<file path="config.mk">
export PLATFORM = sky130hd
export DESIGN_NAME = rc_pwm_pulse_capture
export DESIGN_NICKNAME = d
export VERILOG_FILES = /design/src/sv/rcpc_pkg.sv /design/src/sv/rcpc_lane.sv /design/src/sv/rcpc_merge.sv /design/src/sv/rc_pwm_pulse_capture.sv
export SDC_FILE = /design/constraint.sdc
export NUM_CORES = 1
export LEC_CHECK = 0
export BUFFER_PORTS_ARGS = -buffer_cell sky130_fd_sc_hd__buf_2
export CORE_ASPECT_RATIO = 1.5
export CORE_MARGIN = 3
export CORE_UTILIZATION = 34
export CTS_CLUSTER_DIAMETER = 60
export DETAILED_ROUTE_END_ITERATION = 7
export HOLD_SLACK_MARGIN = 0.1
export SLEW_MARGIN = 15
export SYNTH_ARGS = -nofsm -noshare
export SYNTH_HDL_FRONTEND = slang
export SYNTH_SLANG_ARGS = --single-unit
</file>
<file path="constraint.sdc">
create_clock -name clk -period 6.1 [get_ports clk]
set_clock_uncertainty 0.1 [all_clocks]
set_input_delay 0.61 -clock clk [delete_from_list [all_inputs] [get_ports clk]]
set_output_delay 0.61 -clock clk [all_outputs]
set_load 0.02 [all_outputs]
</file>
<file path="src/sv/rcpc_pkg.sv">
// rcpc_pkg: shared constants, register indexes and types for the RC pulse capture block.
// No dependencies; used by every module in sv/.
package rcpc_pkg;

	localparam int NUM_CHANNELS = 8;
	localparam int PIN_SLOTS    = 8;
	localparam int PIN_W        = 3;
	localparam int TIME_W       = 16;
	localparam int CFG_W        = 24;
	localparam int CFG_IDX_W    = 3;
	localparam int SCALED_W     = 15;

	localparam logic [PIN_SLOTS-1:0] LIVE_MASK = PIN_SLOTS'((1 << NUM_CHANNELS) - 1);

	localparam logic [CFG_W-1:0]  CHANNEL_MAP_RST  = 24'hFAC688;
	localparam logic [PIN_SLOTS-1:0] ENABLED_RST   = 8'hF4;
	localparam logic [PIN_W-1:0]  THROTTLE_PIN_RST = 3'd4;
	localparam logic [TIME_W-1:0] MIN_WIDTH_RST    = 16'd900;
	localparam logic [TIME_W-1:0] MAX_WIDTH_RST    = 16'd2200;
	localparam logic [TIME_W-1:0] NEUTRAL_WIDTH    = 16'd1500;
	localparam logic signed [TIME_W:0] SCALE_OFFSET = 17'sd1000;

	typedef enum logic [CFG_IDX_W-1:0] {
		REG_CHANNEL_MAP  = 3'd0,
		REG_ENABLED_PINS = 3'd1,
		REG_THROTTLE_PIN = 3'd2,
		REG_MIN_WIDTH    = 3'd3,
		REG_MAX_WIDTH    = 3'd4
	} cfg_reg_t;

	typedef enum logic {
		KIND_SAMPLE = 1'b0,
		KIND_READ   = 1'b1
	} item_kind_t;

	// common lane control for one sample word
	typedef struct packed {
		logic              sample;
		logic [TIME_W-1:0] now;
		logic [TIME_W-1:0] min_w;
		logic [TIME_W-1:0] max_w;
	} lane_ctl_t;

	// accepted word as seen by the merge stage
	typedef struct packed {
		logic             accept;
		item_kind_t       kind;
		logic [PIN_W-1:0] channel;
		logic             flag;
	} merge_cmd_t;

endpackage

</file>
<file path="src/sv/rcpc_lane.sv">
// rcpc_lane: one pin's capture lane, rise timestamp and bounded pulse width.
// Depends on rcpc_pkg.
module rcpc_lane (
	input  logic                      clk,
	input  logic                      arst_n,
	input  rcpc_pkg::lane_ctl_t       ctl,
	input  logic                      active,
	input  logic                      level,
	output logic [rcpc_pkg::TIME_W-1:0] width
);
	import rcpc_pkg::*;

	logic [TIME_W-1:0] rise_q;
	logic [TIME_W-1:0] width_q;
	logic [TIME_W-1:0] delta;
	logic              in_bounds;

	assign delta     = ctl.now - rise_q;
	assign in_bounds = (ctl.min_w < delta) && (delta < ctl.max_w);
	assign width     = width_q;

	always_ff @(posedge clk or negedge arst_n) begin
		if (!arst_n) begin
			rise_q  <= '0;
			width_q <= NEUTRAL_WIDTH;
		end else if (ctl.sample && active) begin
			if (level) begin
				rise_q <= ctl.now;
			end else if (in_bounds) begin
				width_q <= delta;
			end
		end
	end

endmodule

</file>
<file path="src/sv/rcpc_merge.sv">
// rcpc_merge: channel lookup over the lane widths, scaling, and the output word buffer.
// Depends on rcpc_pkg.
module rcpc_merge (
	input  logic                                clk,
	input  logic                                arst_n,
	input  rcpc_pkg::merge_cmd_t                cmd,
	input  logic [rcpc_pkg::CFG_W-1:0]          channel_map,
	input  logic [rcpc_pkg::TIME_W-1:0]         widths [rcpc_pkg::PIN_SLOTS],
	output logic                                in_ready,
	output logic                                m_axis_tvalid,
	input  logic                                m_axis_tready,
	// signal_available[0], raw_width[16:1], scaled_value[31:17]
	output logic [31:0]                         m_axis_tdata
);
	import rcpc_pkg::*;

	logic [PIN_W-1:0]           map_a [PIN_SLOTS];
	logic [PIN_W-1:0]           pin;
	logic [TIME_W-1:0]          raw;
	logic signed [TIME_W:0]     diff;
	logic signed [TIME_W:0]     quot;
	logic [31:0]                word;
	logic                       out_valid_q;
	logic [31:0]                out_q;
	logic                       skid_valid_q;
	logic [31:0]                skid_q;

	always_comb begin
		for (int i = 0; i < PIN_SLOTS; i++) begin
			map_a[i] = channel_map[i*PIN_W +: PIN_W];
		end
	end

	assign pin  = map_a[cmd.channel];
	assign raw  = (cmd.kind == KIND_READ) ? widths[pin] : '0;
	assign diff = $signed({1'b0, raw}) - SCALE_OFFSET;
	assign quot = diff[TIME_W] ? ((diff + 17'sd3) >>> 2) : (diff >>> 2);
	assign word = (cmd.kind == KIND_READ) ? {quot[SCALED_W-1:0], raw, cmd.flag}
	                                      : {{SCALED_W{1'b0}}, {TIME_W{1'b0}}, cmd.flag};

	assign in_ready      = !skid_valid_q;
	assign m_axis_tvalid = out_valid_q;
	assign m_axis_tdata  = out_q;

	always_ff @(posedge clk or negedge arst_n) begin
		if (!arst_n) begin
			out_valid_q  <= 1'b0;
			skid_valid_q <= 1'b0;
		end else if (m_axis_tready || !out_valid_q) begin
			if (skid_valid_q) begin
				out_valid_q  <= 1'b1;
				skid_valid_q <= 1'b0;
			end else begin
				out_valid_q <= cmd.accept;
			end
		end else if (cmd.accept) begin
			skid_valid_q <= 1'b1;
		end
	end

	always_ff @(posedge clk) begin
		if (m_axis_tready || !out_valid_q) begin
			if (skid_valid_q) begin
				out_q <= skid_q;
			end else if (cmd.accept) begin
				out_q <= word;
			end
		end else if (cmd.accept) begin
			skid_q <= word;
		end
	end

endmodule

</file>
<file path="src/sv/rc_pwm_pulse_capture.sv">
// rc_pwm_pulse_capture: top level, configuration registers, edge detect, lanes and merge.
// Depends on rcpc_pkg, rcpc_lane, rcpc_merge.
//
// channel     dir  handshake                  payload
// s_axis      in   s_axis_tvalid/tready       tuser kind; tdata pin_levels, time_us, channel
// m_axis      out  m_axis_tvalid/tready       tdata signal_available, raw_width, scaled_value
// cfg         in   cfg_wen (no wait)          cfg_addr register index, cfg_wdata value
//
// One word per cycle unless s_axis_tready is low; each lane updates its state at the
// accept edge, so a word may follow in the next cycle and sees the update.
// Accepted words are registered in a two-entry output buffer (output and skid registers).
// s_axis_tready drops only while both output entries are full.
// Reset loads register defaults, widths of 1500 and zeroed rise times.
module rc_pwm_pulse_capture (
	input  logic                          clk,
	input  logic                          arst_n,
	input  logic                          s_axis_tvalid,
	output logic                          s_axis_tready,
	// pin_levels[7:0], time_us[23:8], channel[26:24], zero[31:27]
	input  logic [31:0]                   s_axis_tdata,
	// kind[0]
	input  logic                          s_axis_tuser,
	output logic                          m_axis_tvalid,
	input  logic                          m_axis_tready,
	// signal_available[0], raw_width[16:1], scaled_value[31:17]
	output logic [31:0]                   m_axis_tdata,
	input  logic                          cfg_wen,
	input  logic [rcpc_pkg::CFG_IDX_W-1:0] cfg_addr,
	input  logic [rcpc_pkg::CFG_W-1:0]    cfg_wdata
);
	import rcpc_pkg::*;

	logic [CFG_W-1:0]      channel_map_q;
	logic [PIN_SLOTS-1:0]  enabled_q;
	logic [PIN_W-1:0]      throttle_pin_q;
	logic [TIME_W-1:0]     min_width_q;
	logic [TIME_W-1:0]     max_width_q;
	logic [PIN_SLOTS-1:0]  last_levels_q;
	logic                  throttle_flag_q;

	logic                  accept;
	item_kind_t            kind;
	logic [PIN_SLOTS-1:0]  levels;
	logic [TIME_W-1:0]     now;
	logic [PIN_W-1:0]      channel;
	logic [PIN_SLOTS-1:0]  changed;
	logic [PIN_SLOTS-1:0]  active;
	logic                  flag_next;
	lane_ctl_t             ctl;
	merge_cmd_t            cmd;
	logic [TIME_W-1:0]     widths [PIN_SLOTS];

	assign accept  = s_axis_tvalid && s_axis_tready;
	assign kind    = item_kind_t'(s_axis_tuser);
	assign levels  = s_axis_tdata[7:0];
	assign now     = s_axis_tdata[23:8];
	assign channel = s_axis_tdata[26:24];

	assign changed = (levels ^ last_levels_q) & LIVE_MASK;
	assign active  = changed & enabled_q;

	always_comb begin
		flag_next = throttle_flag_q;
		if (kind == KIND_SAMPLE && active != '0) begin
			flag_next = changed[throttle_pin_q];
		end
	end

	always_ff @(posedge clk or negedge arst_n) begin
		if (!arst_n) begin
			channel_map_q  <= CHANNEL_MAP_RST;
			enabled_q      <= ENABLED_RST;
			throttle_pin_q <= THROTTLE_PIN_RST;
			min_width_q    <= MIN_WIDTH_RST;
			max_width_q    <= MAX_WIDTH_RST;
		end else if (cfg_wen) begin
			unique case (cfg_addr)
				REG_CHANNEL_MAP:  channel_map_q  <= cfg_wdata;
				REG_ENABLED_PINS: enabled_q      <= cfg_wdata[PIN_SLOTS-1:0];
				REG_THROTTLE_PIN: throttle_pin_q <= cfg_wdata[PIN_W-1:0];
				REG_MIN_WIDTH:    min_width_q    <= cfg_wdata[TIME_W-1:0];
				REG_MAX_WIDTH:    max_width_q    <= cfg_wdata[TIME_W-1:0];
				default: ;
			endcase
		end
	end

	always_ff @(posedge clk or negedge arst_n) begin
		if (!arst_n) begin
			last_levels_q   <= '0;
			throttle_flag_q <= 1'b0;
		end else if (accept && kind == KIND_SAMPLE) begin
			last_levels_q   <= levels;
			throttle_flag_q <= flag_next;
		end
	end

	assign ctl.sample = accept && (kind == KIND_SAMPLE);
	assign ctl.now    = now;
	assign ctl.min_w  = min_width_q;
	assign ctl.max_w  = max_width_q;

	generate
		for (genvar i = 0; i < PIN_SLOTS; i++) begin : g_lane
			if (i < NUM_CHANNELS) begin : g_live
				rcpc_lane u_lane (
					.clk    (clk),
					.arst_n (arst_n),
					.ctl    (ctl),
					.active (active[i]),
					.level  (levels[i]),
					.width  (widths[i])
				);
			end else begin : g_dead
				assign widths[i] = '0;
			end
		end
	endgenerate

	assign cmd.accept  = accept;
	assign cmd.kind    = kind;
	assign cmd.channel = channel;
	assign cmd.flag    = flag_next;

	rcpc_merge u_merge (
		.clk           (clk),
		.arst_n        (arst_n),
		.cmd           (cmd),
		.channel_map   (channel_map_q),
		.widths        (widths),
		.in_ready      (s_axis_tready),
		.m_axis_tvalid (m_axis_tvalid),
		.m_axis_tready (m_axis_tready),
		.m_axis_tdata  (m_axis_tdata)
	);

`ifndef SYNTHESIS
	a_stall_only_when_full: assert property (@(posedge clk) disable iff (!arst_n)
		!s_axis_tready |-> m_axis_tvalid)
		else $error("input stalled with empty output");

	a_read_keeps_flag: assert property (@(posedge clk) disable iff (!arst_n)
		(accept && kind == KIND_READ) |=> $stable(throttle_flag_q))
		else $error("read word changed throttle flag");

	a_quiet_sample_keeps_flag: assert property (@(posedge clk) disable iff (!arst_n)
		(accept && kind == KIND_SAMPLE && active == '0) |=> $stable(throttle_flag_q))
		else $error("flag changed without an enabled pin edge");
`endif

endmodule
</file>
* Yosys cells after proc, flatten, opt, wreduce, memory -nomap -nowiden *
Index checks and enable logic that the tools add are counted.

cells by class
  add/sub/neg operators = 10
  order comparisons = 19
  equal/unequal tests = 4
  muxes and demuxes = 17
  bitwise logic cells = 14
  reductions and logical operators = 49

operators by type and width
  kind                    count
  $lt 16x16->1            16
  $sub 16x16->16          8
  $mux 32                 3
  $bmux 16 s3             1
  $mux 16                 3
  $reduce_and 2->1        15
  $reduce_and 3->1        8
  $logic_and 1x1->1       19
  $add 17x3->17 const B   1
  $sub 16x10->17 const B  1
  $mux 15                 1
  $not 1->1               10
  $bmux 3 s3              1
  $and 8x8->8             1
  $ge 4x4->1 const B      2
  $not 3->4               2
  $reduce_bool 8->1       1
  $xor 8x8->8             1
  $eq 3x2->1 const B      2
  $mux 3                  2
  $mux 1                  5
  $lt 3x4->1 const B      1
  $reduce_bool 2->1       2
  $bmux 1 s3              1
  5 further kinds         6

word-level totals
  register bits = 398
  input port bits = 65
  output and inout port bits = 34
  logic and storage cells = 140

* Longest topological paths before layout *
  word-level depth = 15
  depth in mapped cells = 26
  mapped depth without buffers = 24

* Hierarchy *
Synthesis repeated with hierarchy kept, for this count alone.

unflattened totals
  cells, all modules = 2964
  area, all modules = 29953.7 µm²

by module, submodules not included
  module                                    instances  cells an instance  area each (µm²)  sequential area each (µm²)
  rcpc_lane at g_lane[1].g_live.u_lane ...  5          290                2777.7           809.5
  rcpc_lane at g_lane[0].g_live.u_lane ...  2          291                2791.4           809.5
  rcpc_merge                                1          443                4605.7           1971.9
  rc_pwm_pulse_capture                      1          207                3131.8           1934.4
  rcpc_lane at g_lane[2].g_live.u_lane      1          282                2745.1           809.5

* Least setup slack after synthesis *
Ideal clock, no wire load.

  kind = input port to flip-flop
  from = input port s_axis_tdata[8]
  to = register g_lane[0].g_live.u_lane.width_q[11]
  setup time = 125 ps
  arrival = 6208 ps
  data required time = 5875 ps
  path slack = -333 ps
  cell stages on the path = 23
  path buffers = 1
  cells stage by stage = inv_1 -> ha_1 -> inv_1 -> fa_1 -> a21o_1 -> a21oi_1 -> o21bai_1 -> a21oi_1 -> nor2b_1 -> o21a_1 -> o31a_1 -> o41ai_1 -> or4b_2 -> o211ai_1 -> inv_1 -> ha_1 -> nand3_1 -> nand4_1 -> a2111oi_0 -> nand3_1 -> a311oi_1 -> clkbuf_1 -> mux2_2

between the ends
  word-level cells in the longest chain between the ends = 4
  elaborated cells between the ends (all ways) = 5
  classes of those cells = add/sub (1); order compare (2); reduce/logical (2)

ends and longest elaborated chain
  what                                   line                        RTL
  start: declaration                     rc_pwm_pulse_capture.sv:20  input logic [31:0] s_axis_tdata,
  $sub 16x16->16 *                       rcpc_lane.sv:18             assign delta = ctl.now - rise_q;
  via g_lane[0].g_live.u_lane.delta[14]  rcpc_lane.sv:15             logic [TIME_W-1:0] delta;
  $lt 16x16->1                           rcpc_lane.sv:19             assign in_bounds = (ctl.min_w < delta) && (delta < ctl.max_w);
  $logic_and 1x1->1 *                    rcpc_lane.sv:19
  $reduce_and 3->1 (no source line) *    -
  end signal: assignment                 rcpc_lane.sv:30             width_q <= delta;
  end: declaration                       rcpc_lane.sv:14             logic [TIME_W-1:0] width_q;

Mark *: on every way through the listed nets, which the timed path passes. The rest lies on a longest branch.
A chain may end at the register's enable or synchronous reset.

* Worst setup path after layout *
  from = register g_lane[0].g_live.u_lane.rise_q[0]
  to = register g_lane[0].g_live.u_lane.width_q[9]

between the ends
  word-level cells in the longest chain between the ends = 4
  elaborated cells between the ends (all ways) = 5
  classes of those cells = add/sub (1); order compare (2); reduce/logical (2)

ends and longest elaborated chain
  what                                   line             RTL
  start: declaration                     rcpc_lane.sv:13  logic [TIME_W-1:0] rise_q;
  start signal: assignment               rcpc_lane.sv:28  rise_q <= ctl.now;
  $sub 16x16->16 *                       rcpc_lane.sv:18
  via g_lane[0].g_live.u_lane.delta[14]  rcpc_lane.sv:15
  $lt 16x16->1                           rcpc_lane.sv:19
  $logic_and 1x1->1 *                    rcpc_lane.sv:19
  $reduce_and 3->1 (no source line) *    -

Marked as above.

==> qor.txt <==
outcome: finished, final reports clean
vias per inst: 5.258
WP buf/inv: 3
vias in the first global route: 21.02k
sequential area share after synthesis: 37.23%
Worst Hold Launch: cfg_wdata[16]
cell family with most CP delay: compound AO/OA/AOI/OAI gates
CP max-delay cell: or4b_2
DRT iter0 DRCs: 910
critical path cell sequence: ha_1, inv_1, fa_1, a21o_1, a21oi_1, o21bai_1, a21oi_1, nor2b_1, o21a_1, o31a_1, o41ai_1, or4b_2, o211ai_1, inv_1, ha_1, nand4_1, nor2_1, a2111oi_1, nand3_1, a311oi_4, buf_12, mux2_2
first-pass GRT wire length: 123.1 mm
hpwl dp: 64.61 mm
CP endpoint: g_lane[0].g_live.u_lane.width[9]
layout cells sized above 1: 23.40%
Slew HR: 21.10%
Routed WL: 81.38 mm
initial antenna violation count: 7
All-Layer GR Usage: 19.03%
GP Congestion: 0.8756
Port Buffers: 93
Synth Warn #: 0
CTS root buffer: clkbuf_16
Residual DRC: 0
CTS H-tree lvls: 2
cell with the most instances after synthesis: ha_1
FF-to-FF End: g_lane[0].g_live.u_lane.width[9]
Final Hold Viols: 0
total CTS buffers: 41
largest net degree at the start of global routing: 142
dpl ws: -0.1458 ns
Synth area leader: dfrtp_1
crit path DAT: 6.06 ns
fraction of registers with async set/reset: 83.92%
Top FF cell, synth: dfrtp_1
DR vias: 20.59k
static leakage: 14.90 nW
Final WS setup: 0.3946 ns
kind of critical path: flip-flop to flip-flop
Setup crit start: g_lane[0].g_live.u_lane.rise_q[0]
Area growth, synth to finish: 13.68%
WL/cell: 20.79 um
number of cells on the critical path: 22
Yosys reg bits: 398
fin crit period: 5.705 ns
maximum resistive drop on vdd: 0.2296 mV
worst reg2reg path startpoint: g_lane[0].g_live.u_lane.rise_q[0]
Unique masters post-synth: 79
Site Rows: 128
CP endpoint kind: flip-flop
clock insertion delay at the later pin of the skew report: 0.58 ns
Post-CTS Setup Inserts: 0
Gate Count Post-Synth: 2,669
largest stage delay on the critical path: 0.62 ns
most instantiated cells after synthesis: ha_1 (362), inv_1 (324), mux2_2 (301)
pwr dens: 526.6 nW/um^2
syn avg cell area: 10.45 um^2
CP Data Required Time: 6.45 ns
f_max: 175.3 MHz
post-synthesis cell area: 27,890 um^2
# fillers: 7,911
Worst Tran Pin Value: 1.167 ns
reg2reg setup slack: 0.39 ns
share of the synthesized area in the top cell type: 22.61%
Die Area: 85,560 um^2
Hold Worst Slack: 0.1568 ns
total congestion overflow: 0
worst hold path class: input pin to flip-flop
CTS tree: built
CTS Sinks: 398
I/O pin total: 99
max cap viols: 0
antenna viol nets, final: 0
TritonRoute pass-1 iters: 7
part of the cycle the worst path needs: 93.53%
Synth area leaders: dfrtp_1 (23%), ha_1 (16%), mux2_2 (12%)
chip height: 356.8 um
Starting Density: 34.34%
Startpoint Class: flip-flop
Clock Tree Buf Depth: 3
syn nets: 3,104
Post-synth EDFFs: 64
Slew Viols, Final: 0
Worst Path Max Fanout: 11
Final nets: 3,276
setup violators final: 0
R2R cell count: 22
core area: 81,200 um^2
unrepaired setup endpoints after global routing: no
CTS clk-pin slew, worst paths: 0.07 ns
Die Span X: 239.8 um
[area by class of cell]
| class | instances | area, um^2 | share of cell area [%] |
|---|---|---|---|
| multi-input combinational | 1891 | 16090 | 50.74 |
| antenna | 3 | 7.507 | 0.02368 |
| sequential | 398 | 10380 | 32.75 |
| tap | 1040 | 1301 | 4.105 |
| clock buffer | 58 | 1212 | 3.824 |
| clock inverter | 16 | 249.0 | 0.7854 |
| timing repair buffer | 183 | 1241 | 3.915 |
| inverter | 326 | 1224 | 3.860 |
[power by group]
group | internal, mW | leakage, nW | switching (mW) | total [mW]
clock | 1.64 | 0.723 | 1.15 | 2.79
sequential | 3.73 | 4.65 | 0.524 | 4.26
combinational | 4.02 | 9.52 | 5.62 | 9.65
[metal layers]
metal	vias to the layer above	track usage, %	part of all wire [%]
li1	9857	-	-
met1	10230	21.45	39
met2	350	35.73	52
met3	145	1.925	3.2
met4	6	8.855	5.1
met5	-	0	0.042
[cell families (layout without fill, tap and decap cells)]
kind of cell    count (synthesis)  after routing  synth area share [%]
other cells                     0              3                     0
fa+ha+maj                     370            370                 16.82
xor+xnor                      131            131                 4.114
compound gates                510            510                 11.76
simple gates                  480            480                 8.610
mux                           400            400                 16.11
buf+inv                       380            583                 5.362
flops                         398            398                 37.23
[through the flow]
stage          instance area, um^2  util [%]  TNS [ns]  power, mW  instances
2_1_floorplan                27910         -         0      10.72       2669
6_report                     31700     39.04         0      16.69       3915
5_1_grt                      31700     39.03         0      18.13       3912
3_5_place_dp                 30220     37.22    -2.529      13.92       3837
3_3_place_gp                 30220     37.22    -2.007      13.69       3837
4_1_cts                      31690     39.03         0      16.78       3912
[how the worst min path moves through the flow]
stage | to | slack (ns) | cells after the start
after floorplan | channel_map_q[0] | 0.21 | 0
after global placement | g_lane[2].g_live.u_lane.rise_q[0] | 0.37 | 2
after detailed placement | g_lane[1].g_live.u_lane.rise_q[0] | 0.38 | 2
after CTS | channel_map_q[16] | 0.13 | 2
after global routing | channel_map_q[16] | 0.15 | 2
final | channel_map_q[16] | 0.16 | 2
[placed cells by master (no fill, tap or decap), drive strengths merged, types with 11 or more instances in the layout]
cell type / netlist / final
and3: 22 / 22
nand3: 57 / 57
a22oi: 16 / 16
o22ai: 12 / 12
a211oi: 19 / 19
o21ai: 120 / 120
o21a: 53 / 53
clkbuf: 40 / 58
or3: 13 / 13
a21oi: 135 / 135
dfstp: 82 / 82
xnor2: 88 / 88
o211ai: 13 / 13
mux2: 301 / 301
a21boi: 11 / 11
nand4: 20 / 20
o31ai: 14 / 14
o21bai: 29 / 29
nand2: 116 / 116
nand2b: 23 / 23
dfrtp: 252 / 252
a21o: 26 / 26
nor2b: 29 / 29
xor2: 43 / 43
nor2: 124 / 124
buf: 14 / 182
mux2i: 91 / 91
ha: 362 / 362
inv: 325 / 326
nor3: 30 / 30
edfxtp: 64 / 64
[registers in the layout (all words and copies together), names as in the netlist]
name	count
u_merge.m_axis_tvalid	1
throttle_flag_q	1
u_merge.skid_valid_q	1
min_width_q	16
throttle_pin_q	3
channel_map_q	24
max_width_q	16
u_merge.m_axis_tdata	32
u_merge.skid_q	32
last_levels_q	8
enabled_q	8
g_lane.g_live.u_lane.width	128
g_lane.g_live.u_lane.rise_q	128
[repair_timing]
item                                    CTS  global route
gates resized for setup                   0             1
endpoints found under the hold margin    59             0
hold buffers                              1             0
endpoints found under the setup margin    0             8
(Power assumes the default switching activity.)
